**config.mk**
```make
export PLATFORM = sky130hd
export DESIGN_NAME = base64_strict_decoder_unit
export DESIGN_NICKNAME = d
export VERILOG_FILES = /design/src/design/b64sd_pkg.sv /design/src/design/base64_strict_decoder_unit.sv
export SDC_FILE = /design/constraint.sdc
export NUM_CORES = 1
export LEC_CHECK = 0
export ABC_AREA = 1
export ABC_CLOCK_PERIOD_IN_PS = 2600
export BUFFER_PORTS_ARGS = -buffer_cell sky130_fd_sc_hd__buf_4
export CAP_MARGIN = 20
export CORE_MARGIN = 3
export CORE_UTILIZATION = 30
export DETAILED_ROUTE_END_ITERATION = 10
export GPL_ROUTABILITY_DRIVEN = 0
export GPL_TIMING_DRIVEN = 0
export MAX_ROUTING_LAYER = met4
export PLACE_DENSITY = 0.5
export REMOVE_ABC_BUFFERS = 1
export SYNTH_ARGS = -nofsm -noshare
export SYNTH_HDL_FRONTEND = slang
export SYNTH_SLANG_ARGS = --single-unit
export TNS_END_PERCENT = 50
```
**constraint.sdc**
```tcl
create_clock -name aclk -period 2.6 [get_ports aclk]
set_input_delay 0.52 -clock aclk [delete_from_list [all_inputs] [get_ports aclk]]
set_output_delay 0.52 -clock aclk [all_outputs]
set_load 0.02 [all_outputs]
```
**src/design/b64sd_pkg.sv**
```systemverilog
`timescale 1ns / 1ps
`default_nettype none
// ----------------------------------------------------------------------------
// b64sd_pkg
// Shared types, status codes and symbol lookup for the strict base64 decoder.
// ----------------------------------------------------------------------------
package b64sd_pkg;

    localparam logic [7:0] PAD_CHAR = 8'h3D;

    typedef enum logic [2:0] {
        ST_OK             = 3'd0,
        ST_BAD_CHAR       = 3'd1,
        ST_DATA_AFTER_PAD = 3'd2,
        ST_EXCESS_PAD     = 3'd3,
        ST_BAD_LENGTH     = 3'd4,
        ST_LEFTOVER       = 3'd5
    } status_t;

    typedef enum logic {
        CMD_CHAR = 1'b0,
        CMD_END  = 1'b1
    } cmd_t;

    typedef struct packed {
        logic       valid;   // character is in the alphabet
        logic [5:0] value;
    } symbol_t;

    function automatic symbol_t symbol_lookup(input logic [7:0] c);
        symbol_t s;
        s.valid = 1'b1;
        s.value = 6'd0;
        if (c >= 8'h41 && c <= 8'h5A) begin
            s.value = 6'(c - 8'h41);
        end else if (c >= 8'h61 && c <= 8'h7A) begin
            s.value = 6'(c - 8'h61 + 8'd26);
        end else if (c >= 8'h30 && c <= 8'h39) begin
            s.value = 6'(c - 8'h30 + 8'd52);
        end else if (c == 8'h2B) begin
            s.value = 6'd62;
        end else if (c == 8'h2F) begin
            s.value = 6'd63;
        end else begin
            s.valid = 1'b0;
        end
        return s;
    endfunction

    function automatic logic is_space(input logic [7:0] c);
        return (c == 8'h20) || (c >= 8'h09 && c <= 8'h0D);
    endfunction

endpackage
`default_nettype wire

```
**src/design/base64_strict_decoder_unit.sv**
```systemverilog
`timescale 1ns / 1ps
`default_nettype none
// ----------------------------------------------------------------------------
// base64_strict_decoder_unit
// Strict standard-alphabet base64 decoder, one text character per transfer.
// ----------------------------------------------------------------------------
// Usage:
//   s_ channel carries one item per transfer: s_command = 0 with a text
//   character in s_text_char, or s_command = 1 to close the text and run the
//   final checks. Whitespace and '=' give no result; each data symbol that
//   completes eight gathered bits gives one decoded byte on the m_
//   channel; the end item always gives one status item (m_is_final = 1).
//   A nonzero m_status tells the consumer to drop the bytes of that stream.
//   A result reaches the output register in the cycle after its transfer.
//   Throughput: one item per cycle while s_ready is high; the only state
//   update is a table lookup and a 6-bit shift, done in the transfer cycle.
//   When the receiver stalls, the pending result stays in the output
//   register and s_ready holds low only while that register is full and not
//   being drained; an item that yields no result still needs a free slot.
//   Reset (aresetn low, synchronous) clears the bit buffer, counters, kept
//   error and the output valid flag. An end item clears all decode state.
// ----------------------------------------------------------------------------
module base64_strict_decoder_unit
    import b64sd_pkg::*;
(
    input  wire logic       aclk,
    input  wire logic       aresetn,
    input  wire logic       s_valid,
    output logic            s_ready,
    input  wire logic       s_command,
    input  wire logic [7:0] s_text_char,
    output logic            m_valid,
    input  wire logic       m_ready,
    output logic [7:0]      m_out_byte,
    output logic            m_is_final,
    output logic [2:0]      m_status
);

    logic [11:0] buf_reg,   buf_next;
    logic [2:0]  bcnt_reg,  bcnt_next;
    logic [1:0]  sym_reg,   sym_next;
    logic [1:0]  pad_reg,   pad_next;
    status_t     err_reg,   err_next;

    logic        mvalid_reg, mvalid_next;
    logic [7:0]  mbyte_reg,  mbyte_next;
    logic        mfinal_reg, mfinal_next;
    logic [2:0]  mstat_reg,  mstat_next;

    logic        xfer_in;
    logic        emit;
    symbol_t     sym;
    logic [2:0]  bsum;
    logic [11:0] buf_shift;
    logic [2:0]  d3, p3;
    logic [5:0]  left_mask;
    status_t     fin_st;

    assign s_ready = !mvalid_reg || m_ready;
    assign xfer_in = s_valid && s_ready;
    assign sym     = symbol_lookup(s_text_char);
    assign buf_shift = {buf_reg[5:0], sym.value};
    assign bsum    = bcnt_reg - 3'd2;   // (count + 6) - 8, valid when a byte falls out
    assign d3      = {1'b0, sym_reg};
    assign p3      = {1'b0, pad_reg};

    always_comb begin
        unique case (bcnt_reg)
            3'd2:    left_mask = 6'b000011;
            3'd4:    left_mask = 6'b001111;
            3'd6:    left_mask = 6'b111111;
            default: left_mask = 6'b000000;
        endcase
    end

    // final checks, first failing one wins
    always_comb begin
        fin_st = err_reg;
        if (err_reg == ST_OK) begin
            if (sym_reg == 2'd1) begin
                fin_st = ST_BAD_LENGTH;
            end else if (pad_reg != 2'd0 &&
                         (((d3 + p3) & 3'd3) != 3'd0 || p3 != 3'd4 - d3)) begin
                fin_st = ST_BAD_LENGTH;
            end else if ((buf_reg[5:0] & left_mask) != 6'd0) begin
                fin_st = ST_LEFTOVER;
            end
        end
    end

    always_comb begin
        buf_next    = buf_reg;
        bcnt_next   = bcnt_reg;
        sym_next    = sym_reg;
        pad_next    = pad_reg;
        err_next    = err_reg;
        emit        = 1'b0;
        mvalid_next = mvalid_reg && !m_ready;
        mbyte_next  = mbyte_reg;
        mfinal_next = mfinal_reg;
        mstat_next  = mstat_reg;

        if (xfer_in) begin
            if (s_command == CMD_END) begin
                buf_next    = '0;
                bcnt_next   = '0;
                sym_next    = '0;
                pad_next    = '0;
                err_next    = ST_OK;
                mvalid_next = 1'b1;
                mbyte_next  = 8'd0;
                mfinal_next = 1'b1;
                mstat_next  = fin_st;
            end else if (err_reg != ST_OK) begin
                // characters after an error are dropped
            end else if (s_text_char == PAD_CHAR) begin
                if (pad_reg >= 2'd2) begin
                    err_next = ST_EXCESS_PAD;
                    pad_next = 2'd3;
                end else begin
                    pad_next = pad_reg + 2'd1;
                end
            end else if (is_space(s_text_char)) begin
                // skipped
            end else if (pad_reg != 2'd0) begin
                err_next = ST_DATA_AFTER_PAD;
            end else if (!sym.valid) begin
                err_next = ST_BAD_CHAR;
            end else begin
                sym_next = sym_reg + 2'd1;
                buf_next = buf_shift;
                if (bcnt_reg >= 3'd2) begin
                    emit      = 1'b1;
                    bcnt_next = bsum;
                end else begin
                    bcnt_next = bcnt_reg + 3'd6;
                end
            end
            if (emit) begin
                mvalid_next = 1'b1;
                mfinal_next = 1'b0;
                mstat_next  = ST_OK;
                unique case (bsum)
                    3'd2:    mbyte_next = buf_shift[9:2];
                    3'd4:    mbyte_next = buf_shift[11:4];
                    default: mbyte_next = buf_shift[7:0];
                endcase
            end
        end
    end

    always_ff @(posedge aclk) begin
        if (!aresetn) begin
            buf_reg    <= '0;
            bcnt_reg   <= '0;
            sym_reg    <= '0;
            pad_reg    <= '0;
            err_reg    <= ST_OK;
            mvalid_reg <= 1'b0;
        end else begin
            buf_reg    <= buf_next;
            bcnt_reg   <= bcnt_next;
            sym_reg    <= sym_next;
            pad_reg    <= pad_next;
            err_reg    <= err_next;
            mvalid_reg <= mvalid_next;
        end
        mbyte_reg  <= mbyte_next;
        mfinal_reg <= mfinal_next;
        mstat_reg  <= mstat_next;
    end

    assign m_valid    = mvalid_reg;
    assign m_out_byte = mbyte_reg;
    assign m_is_final = mfinal_reg;
    assign m_status   = mstat_reg;

    // an end transfer leaves no decode state behind
    assert property (@(posedge aclk) disable iff (!aresetn)
        xfer_in && s_command == CMD_END |=> bcnt_reg == 3'd0 && sym_reg == 2'd0
            && pad_reg == 2'd0 && err_reg == ST_OK && buf_reg == 12'd0)
        else $error("decode state not cleared after end transfer");

    // data bytes carry ok status, status items carry a zero byte
    assert property (@(posedge aclk) disable iff (!aresetn)
        m_valid && !m_is_final |-> m_status == ST_OK)
        else $error("data byte with nonzero status");

    assert property (@(posedge aclk) disable iff (!aresetn)
        m_valid && m_is_final |-> m_out_byte == 8'd0)
        else $error("status item with nonzero byte");

    // leftover bit count is always even and below eight
    assert property (@(posedge aclk) disable iff (!aresetn)
        bcnt_reg[0] == 1'b0)
        else $error("odd bit count");

endmodule
`default_nettype wire
```
-- Yosys cells after proc, flatten, opt, wreduce, memory -nomap -nowiden
Cells that the tools add are included.
- $add $sub $neg: 11
- muxes and demuxes: 61
- bitwise gates (word level): 1
- equal/unequal tests: 18
- order comparisons: 10
- reduce and logical (&&, ||, !) cells: 24
- operators by type and width (kind ; count):
    2-to-1 mux 6 bit ; 11
    2-to-1 mux 3 bit ; 19
    == test 8 x 6 -> 1 bit, second input constant ; 4
    2-to-1 mux 2 bit ; 10
    case mux 6 bit (3 select lines) ; 1
    2-to-1 mux 1 bit ; 17
    greater-or-equal comparator 8 x 7 -> 1 bit, second input constant ; 2
    less-or-equal comparator 8 x 7 -> 1 bit, second input constant ; 2
    2-to-1 mux 8 bit ; 2
    case mux 8 bit (2 select lines) ; 1
    subtractor 6 bit, second input constant ; 2
    == test 3 bit, second input constant ; 3
    greater-or-equal comparator 8 x 4 -> 1 bit, second input constant ; 1
    greater-or-equal comparator 8 x 6 -> 1 bit, second input constant ; 1
    less-or-equal comparator 8 x 4 -> 1 bit, second input constant ; 1
    less-or-equal comparator 8 x 6 -> 1 bit, second input constant ; 1
    != test 2 bit, second input constant ; 4
    nonzero test 2 bit ; 4
    logical AND 1 bit ; 7
    adder 6 x 5 -> 6 bit, second input constant ; 1
    adder 6 bit, second input constant ; 1
    AND 6 bit ; 1
    == test 3 x 2 -> 1 bit, second input constant ; 2
    AND reduction 6 bit ; 1
    21 further kinds ; 26
- word-level logic and storage cells: 134
- input port bits: 13
- output and inout bits: 14
- register bits: 29

-- Logic depth before layout (Yosys ltp)
- word-level depth: 15
- depth in mapped cells: 16
- mapped depth without buffers: 16

-- Worst setup path after synthesis
No wires, ideal clock.
- kind: input port to flip-flop
- from: input s_text_char[2]
- to: register mfinal_reg, in the netlist m_is_final (enable)
- data arrival time: 2.021 ns
- cell stages on the path: 14
- path buffers: 1
- path slack: 0.235 ns
- required time: 2.256 ns
- cells stage by stage: clkbuf_2 > inv_1 > ha_1 > nand2_1 > nand2_1 > nand2_1 > nand2_4 > nand2_4 > inv_2 > nand3_2 > nand3_1 > nand2_1 > nand2_1 > inv_1
- longest elaborated chain between the ends: 15
- RTL lines (what ; line ; text):
    start: declaration ; base64_strict_decoder_unit.sv:31 ; input wire logic [7:0] s_text_char,
    parallel branches: the longest is 9 deep, another holds greater-or-equal comparator 8 x 6 -> 1 bit ; n/a ;
    2-to-1 mux 1 bit (*) ; base64_strict_decoder_unit.sv:116 ; end else if (s_text_char == PAD_CHAR) begin
    2-to-1 mux 1 bit (*) ; base64_strict_decoder_unit.sv:114 ; end else if (err_reg != ST_OK) begin
    2-to-1 mux 1 bit (*) ; base64_strict_decoder_unit.sv:104 ; if (s_command == CMD_END) begin
    2-to-1 mux 1 bit (*) ; base64_strict_decoder_unit.sv:103 ; if (xfer_in) begin
    nonzero test 2 bit (no source line) (*) ; n/a ;
    AND reduction 2 bit (no source line) (*) ; n/a ;
    end signal: assignment ; base64_strict_decoder_unit.sv:169 ; mfinal_reg <= mfinal_next;
    end: declaration ; base64_strict_decoder_unit.sv:47 ; logic mfinal_reg, mfinal_next;
Every way passes the cells marked *. The select of a mux whose other input is x is not followed.
A chain may end at the register's enable or synchronous reset.

-- Worst setup path in the final report
- from: input s_text_char[1]
- to: register mbyte_reg[1], in the netlist m_out_byte[1] (enable)
- longest elaborated chain between the ends: 15
- RTL lines (what ; line ; text):
    parallel branches: the longest is 9 deep, another holds greater-or-equal comparator 8 x 6 -> 1 bit ; n/a ;
    2-to-1 mux 1 bit (*) ; base64_strict_decoder_unit.sv:116 ;
    2-to-1 mux 1 bit (*) ; base64_strict_decoder_unit.sv:114 ;
    2-to-1 mux 1 bit (*) ; base64_strict_decoder_unit.sv:104 ;
    2-to-1 mux 1 bit (*) ; base64_strict_decoder_unit.sv:103 ;
    nonzero test 2 bit (no source line) (*) ; n/a ;
    AND reduction 2 bit (no source line) (*) ; n/a ;
    end signal: assignment ; base64_strict_decoder_unit.sv:168 ; mbyte_reg <= mbyte_next;
    end: declaration ; base64_strict_decoder_unit.sv:46 ; logic [7:0] mbyte_reg, mbyte_next;
Marks and branches as above.

==> flow_results.xml <==
<?xml version="1.0" encoding="UTF-8"?>
<metrics>
  <group name="run_status">
    <metric name="outcome" unit="">completed</metric>
  </group>
  <group name="clocking">
    <metric name="clock_latency" unit="ns">0.28</metric>
    <metric name="postCtsSetupBuffers" unit="">0</metric>
    <metric name="ctsHtreeMaxLevel" unit="">1</metric>
    <metric name="cts_buffer_depth" unit="">2</metric>
    <metric name="tritoncts.num_buffers" unit="">3</metric>
    <metric name="clkSlewWorstSetupHoldPaths" unit="ns">0.10</metric>
    <metric name="clkSinkCount" unit="">27</metric>
    <metric name="cts_tree" unit="">done</metric>
    <metric name="clock_root_buffer" unit="">sky130_fd_sc_hd__clkbuf_8</metric>
  </group>
  <group name="hold_path">
    <metric name="min_path_type" unit="">reg -&gt; reg</metric>
    <metric name="holdPathStages" unit="">2</metric>
    <metric name="min-delay-start" unit="">buf_reg[5]$_SDFFE_PN0P_</metric>
  </group>
  <group name="logic_synthesis">
    <metric name="post_synth_inst_count" unit="">325</metric>
    <metric name="yosys.cell_types.count" unit="">37</metric>
    <metric name="ys_ff_latch" unit="">27</metric>
    <metric name="yosysWarningCount" unit="">0</metric>
    <metric name="async_reset_ff_share" unit="%">0</metric>
    <metric name="dominantRegCellSynth" unit="">sky130_fd_sc_hd__dfxtp_1</metric>
    <metric name="yosysMostFrequentCell" unit="">sky130_fd_sc_hd__nand2_1</metric>
    <metric name="synth.avg_cell_area" unit="um2">6.96</metric>
    <metric name="synth-edff-count" unit="">12</metric>
    <metric name="synth_top_cells_by_count" unit="">sky130_fd_sc_hd__nand2_1, sky130_fd_sc_hd__inv_1, sky130_fd_sc_hd__nand3_1, sky130_fd_sc_hd__nor2_1, sky130_fd_sc_hd__a21oi_1</metric>
    <metric name="synth.area.top_cells" unit="">sky130_fd_sc_hd__edfxtp_1, sky130_fd_sc_hd__nand2_1, sky130_fd_sc_hd__dfxtp_1</metric>
    <metric name="synth.yosys.seq_area_share" unit="%">29.2</metric>
    <metric name="yosys.area.top_type" unit="">sky130_fd_sc_hd__edfxtp_1</metric>
    <metric name="synth_largest_type_area_fraction" unit="%">15.9</metric>
    <metric name="post_synthesis_instance_area" unit="mm2">0.00226</metric>
  </group>
  <group name="final_layout">
    <metric name="largest_register_ffs" unit="">8</metric>
    <metric name="instances_no_fill" unit="">446</metric>
    <metric name="number_of_diodes_added_for_antenna_fixing" unit="">0</metric>
    <metric name="final_cell_area" unit="mm2">0.00260</metric>
    <metric name="nNetsFinal" unit="">380</metric>
    <metric name="area_growth" unit="%">14.9</metric>
    <metric name="final_layout_size_suffix_gt1_share" unit="%">16.4</metric>
  </group>
  <group name="place">
    <metric name="place_area" unit="mm2">0.00253</metric>
    <metric name="number_of_port_buffers" unit="">26</metric>
    <metric name="hpwl" unit="mm">4.22</metric>
    <metric name="dpl.cell_count" unit="">441</metric>
  </group>
  <group name="floorplan">
    <metric name="die_w" unit="um">92.8</metric>
    <metric name="initial_core_util" unit="%">31.0</metric>
    <metric name="boundary_pins" unit="">27</metric>
    <metric name="dieHeight" unit="um">92.8</metric>
    <metric name="design.die.area" unit="mm2">0.00861</metric>
    <metric name="row_count" unit="">31</metric>
    <metric name="core_area" unit="mm2">0.00729</metric>
  </group>
  <group name="routing">
    <metric name="firstDrtPassIters" unit="">4</metric>
    <metric name="drtAntennaViolNets" unit="">0</metric>
    <metric name="vias" unit="">2148</metric>
    <metric name="postRouteWirelength" unit="mm">5.38</metric>
    <metric name="avgViaCountPerCell" unit="">4.82</metric>
    <metric name="detail_route.iter0.violations" unit="">122</metric>
    <metric name="post_drt_wl_per_cell" unit="um">12.1</metric>
    <metric name="drc" unit="">0</metric>
  </group>
  <group name="critical_path">
    <metric name="critical_path.startpoint" unit="">s_text_char[1]</metric>
    <metric name="crit_end" unit="">m_out_byte[1]$_SDFFCE_PN0P_</metric>
    <metric name="worst_setup_path_end_kind" unit="">register</metric>
    <metric name="crit_required" unit="ns">2.61</metric>
    <metric name="r2r_cells" unit="">6</metric>
    <metric name="worst_r2r_endpoint" unit="">m_out_byte[2]$_SDFFCE_PN0P_</metric>
    <metric name="cp_cell_sequence" unit="">buf_4, inv_1, ha_1, inv_1, nand2_1, nand4_2, nand3_2, nand3_2, nand3_1, nand2_1, nand2_2, clkinvlp_4</metric>
    <metric name="crit_type" unit="">in -&gt; reg</metric>
    <metric name="critical_path_depth" unit="">12</metric>
    <metric name="crit_path_top_delay_cell" unit="">sky130_fd_sc_hd__nand3_2</metric>
    <metric name="setup.reg_to_reg.worst_slack" unit="ns">0.61</metric>
    <metric name="start_kind" unit="">primary input</metric>
    <metric name="critical_path_peak_fanout" unit="">8</metric>
    <metric name="startpoint_of_the_lowest_slack_register_to_register_path" unit="">bcnt_reg[1]$_SDFFE_PN0P_</metric>
    <metric name="worst_ep_arrival_time" unit="ns">2.40</metric>
    <metric name="cpLargestDelayFamily" unit="">simple AND/OR/NAND/NOR gates</metric>
    <metric name="critical_path.n_buffers_inverters" unit="">4</metric>
    <metric name="critPathMaxStageDelay" unit="ns">0.25</metric>
  </group>
  <group name="sta">
    <metric name="slew-limit-headroom" unit="%">65.1</metric>
    <metric name="final_min_period_over_clock_period" unit="%">92.0</metric>
    <metric name="final_period_minus_worst_setup_slack" unit="ns">2.39</metric>
    <metric name="max_slew.worst_pin.slew" unit="ns">0.523</metric>
    <metric name="max_clock_freq" unit="MHz">418</metric>
    <metric name="final-setup-viol-count" unit="">0</metric>
    <metric name="finalClockSkew" unit="ns">0.00206</metric>
    <metric name="whs" unit="ns">0.492</metric>
    <metric name="timing.final.max_slew_violations" unit="">0</metric>
    <metric name="hold_viol" unit="">0</metric>
    <metric name="rsz0062_at_grt" unit="">no</metric>
  </group>
  <group name="grt">
    <metric name="grt_pass1_wl" unit="mm">8.95</metric>
    <metric name="global_route.usage.total" unit="%">12.9</metric>
    <metric name="antenna_found_initial" unit="">0</metric>
    <metric name="grt-ovfl-total" unit="">0</metric>
    <metric name="first_global_vias" unit="">1978</metric>
    <metric name="maximum_number_of_pins_on_one_net_before_global_route_repair" unit="">17</metric>
  </group>
  <group name="power">
    <metric name="power_per_cell_area" unit="mW/mm2">398</metric>
    <metric name="vdd_drop_max" unit="mV">0.184</metric>
    <metric name="static_power_due_to_leakage" unit="nW">1.21</metric>
  </group>
  <group name="job">
    <metric name="maxCapViolCount" unit="">0</metric>
  </group>
</metrics>
==> cell usage in the layout, fill, tap and decap left out <==
cell | synthesis | final
sky130_fd_sc_hd__nand2_1 | 93 | 92
sky130_fd_sc_hd__inv_1 | 36 | 35
sky130_fd_sc_hd__nor2_1 | 27 | 27
sky130_fd_sc_hd__nand3_1 | 27 | 27
sky130_fd_sc_hd__buf_4 | 0 | 26
sky130_fd_sc_hd__a21oi_1 | 21 | 21
sky130_fd_sc_hd__ha_1 | 19 | 19
sky130_fd_sc_hd__dfxtp_1 | 15 | 15
sky130_fd_sc_hd__edfxtp_1 | 12 | 12
sky130_fd_sc_hd__nand4_1 | 11 | 11
sky130_fd_sc_hd__o21ai_0 | 10 | 10
sky130_fd_sc_hd__inv_2 | 4 | 4
sky130_fd_sc_hd__nand3_2 | 4 | 4
sky130_fd_sc_hd__a211oi_1 | 4 | 4
sky130_fd_sc_hd__nor2_2 | 3 | 3
sky130_fd_sc_hd__nand2_2 | 2 | 3
sky130_fd_sc_hd__clkinvlp_4 | 0 | 3
sky130_fd_sc_hd__xor2_1 | 3 | 3
sky130_fd_sc_hd__a221oi_1 | 3 | 3
sky130_fd_sc_hd__clkbuf_8 | 0 | 3
sky130_fd_sc_hd__nor2_4 | 2 | 2
sky130_fd_sc_hd__nand2_4 | 2 | 2
sky130_fd_sc_hd__a21oi_2 | 2 | 2
sky130_fd_sc_hd__nand4_2 | 2 | 2
sky130_fd_sc_hd__nand3b_1 | 2 | 2
sky130_fd_sc_hd__xnor2_1 | 2 | 2
sky130_fd_sc_hd__nor3_1 | 2 | 2
sky130_fd_sc_hd__o21ai_2 | 1 | 1
sky130_fd_sc_hd__nor3_2 | 1 | 1
sky130_fd_sc_hd__nand4_4 | 1 | 1
sky130_fd_sc_hd__o22ai_1 | 1 | 1
sky130_fd_sc_hd__nor3b_1 | 1 | 1
sky130_fd_sc_hd__o211ai_1 | 1 | 1
sky130_fd_sc_hd__o21a_1 | 1 | 1
sky130_fd_sc_hd__o21ai_1 | 1 | 1
==> timing repair <==
action | in CTS | in global routing
hold buffers | 0 | 0
setup endpoints to repair | 0 | 12
resized for setup | 0 | 3
==> power by group <==
part | internal [W] | switching [W] | total, W
sequential | 0.000463 | 0.0000128 | 0.000476
combinational | 0.000106 | 0.000201 | 0.000307
clock | 0.000109 | 0.000141 | 0.000250
total | 0.000678 | 0.000355 | 0.00103
==> tightest hold or removal path, stage by stage, from the launching register on <==
cell and delay (ns):
sky130_fd_sc_hd__dfxtp_1 0.34, sky130_fd_sc_hd__nand2_1 0.06, sky130_fd_sc_hd__a21oi_1 0.06
==> through the flow <==
stage / total power [W] / setup TNS [ns] / setup slack [ns] / util (%)
floorplan: 0.000698 / 0 / 0.378 / -
global placement: 0.000791 / -2.12 / -0.177 / 34.8
detailed placement: 0.000791 / -2.28 / -0.190 / 34.8
CTS: 0.00104 / 0 / 0.120 / 35.4
global route: 0.00111 / 0 / 0.0368 / 35.6
finish: 0.00103 / 0 / 0.207 / 35.6
==> worst min path at each step <==
stage | end | slack, ns
after floorplan | err_reg[0]$_SDFFE_PN0P_ | 0.45
after global placement | err_reg[0]$_SDFFE_PN0P_ | 0.48
after detailed placement | buf_reg[5]$_SDFFE_PN0P_ | 0.48
after CTS | buf_reg[5]$_SDFFE_PN0P_ | 0.50
after global routing | sym_reg[0]$_SDFFE_PN0P_ | 0.50
final | buf_reg[5]$_SDFFE_PN0P_ | 0.49
==> logic make-up after synthesis <==
group                      after synthesis  share of synthesized area [%]
DFF                                     27                           29.2
buffers and inverters                   49                           8.63
xor gates and xnor gates                 5                           1.94
AOI/OAI and AO/OA                       45                           11.7
adders and majority gates               19                           10.5
and+or+nand+nor                        180                           38.0
==> metal layers <==
metal	track usage [%]	share of wire, %	vias to the layer above
met1	17.0	49	980
met3	2.03	3.9	2
met4	1.10	0.24	0
met2	21.8	47	47
met5	-	0	-
li1	-	-	1119
==> final cells by class <==
type	count	area (um2)
clock buffer	3	41.3
inverter	40	154
multi-input combinational	249	1410
clock inverter	1	7.51
sequential	27	661
timing repair buffer	26	195
tap	99	124
timing repair inverter	1	7.51
fill	799	4690
Power figures use the tool's default switching activity.
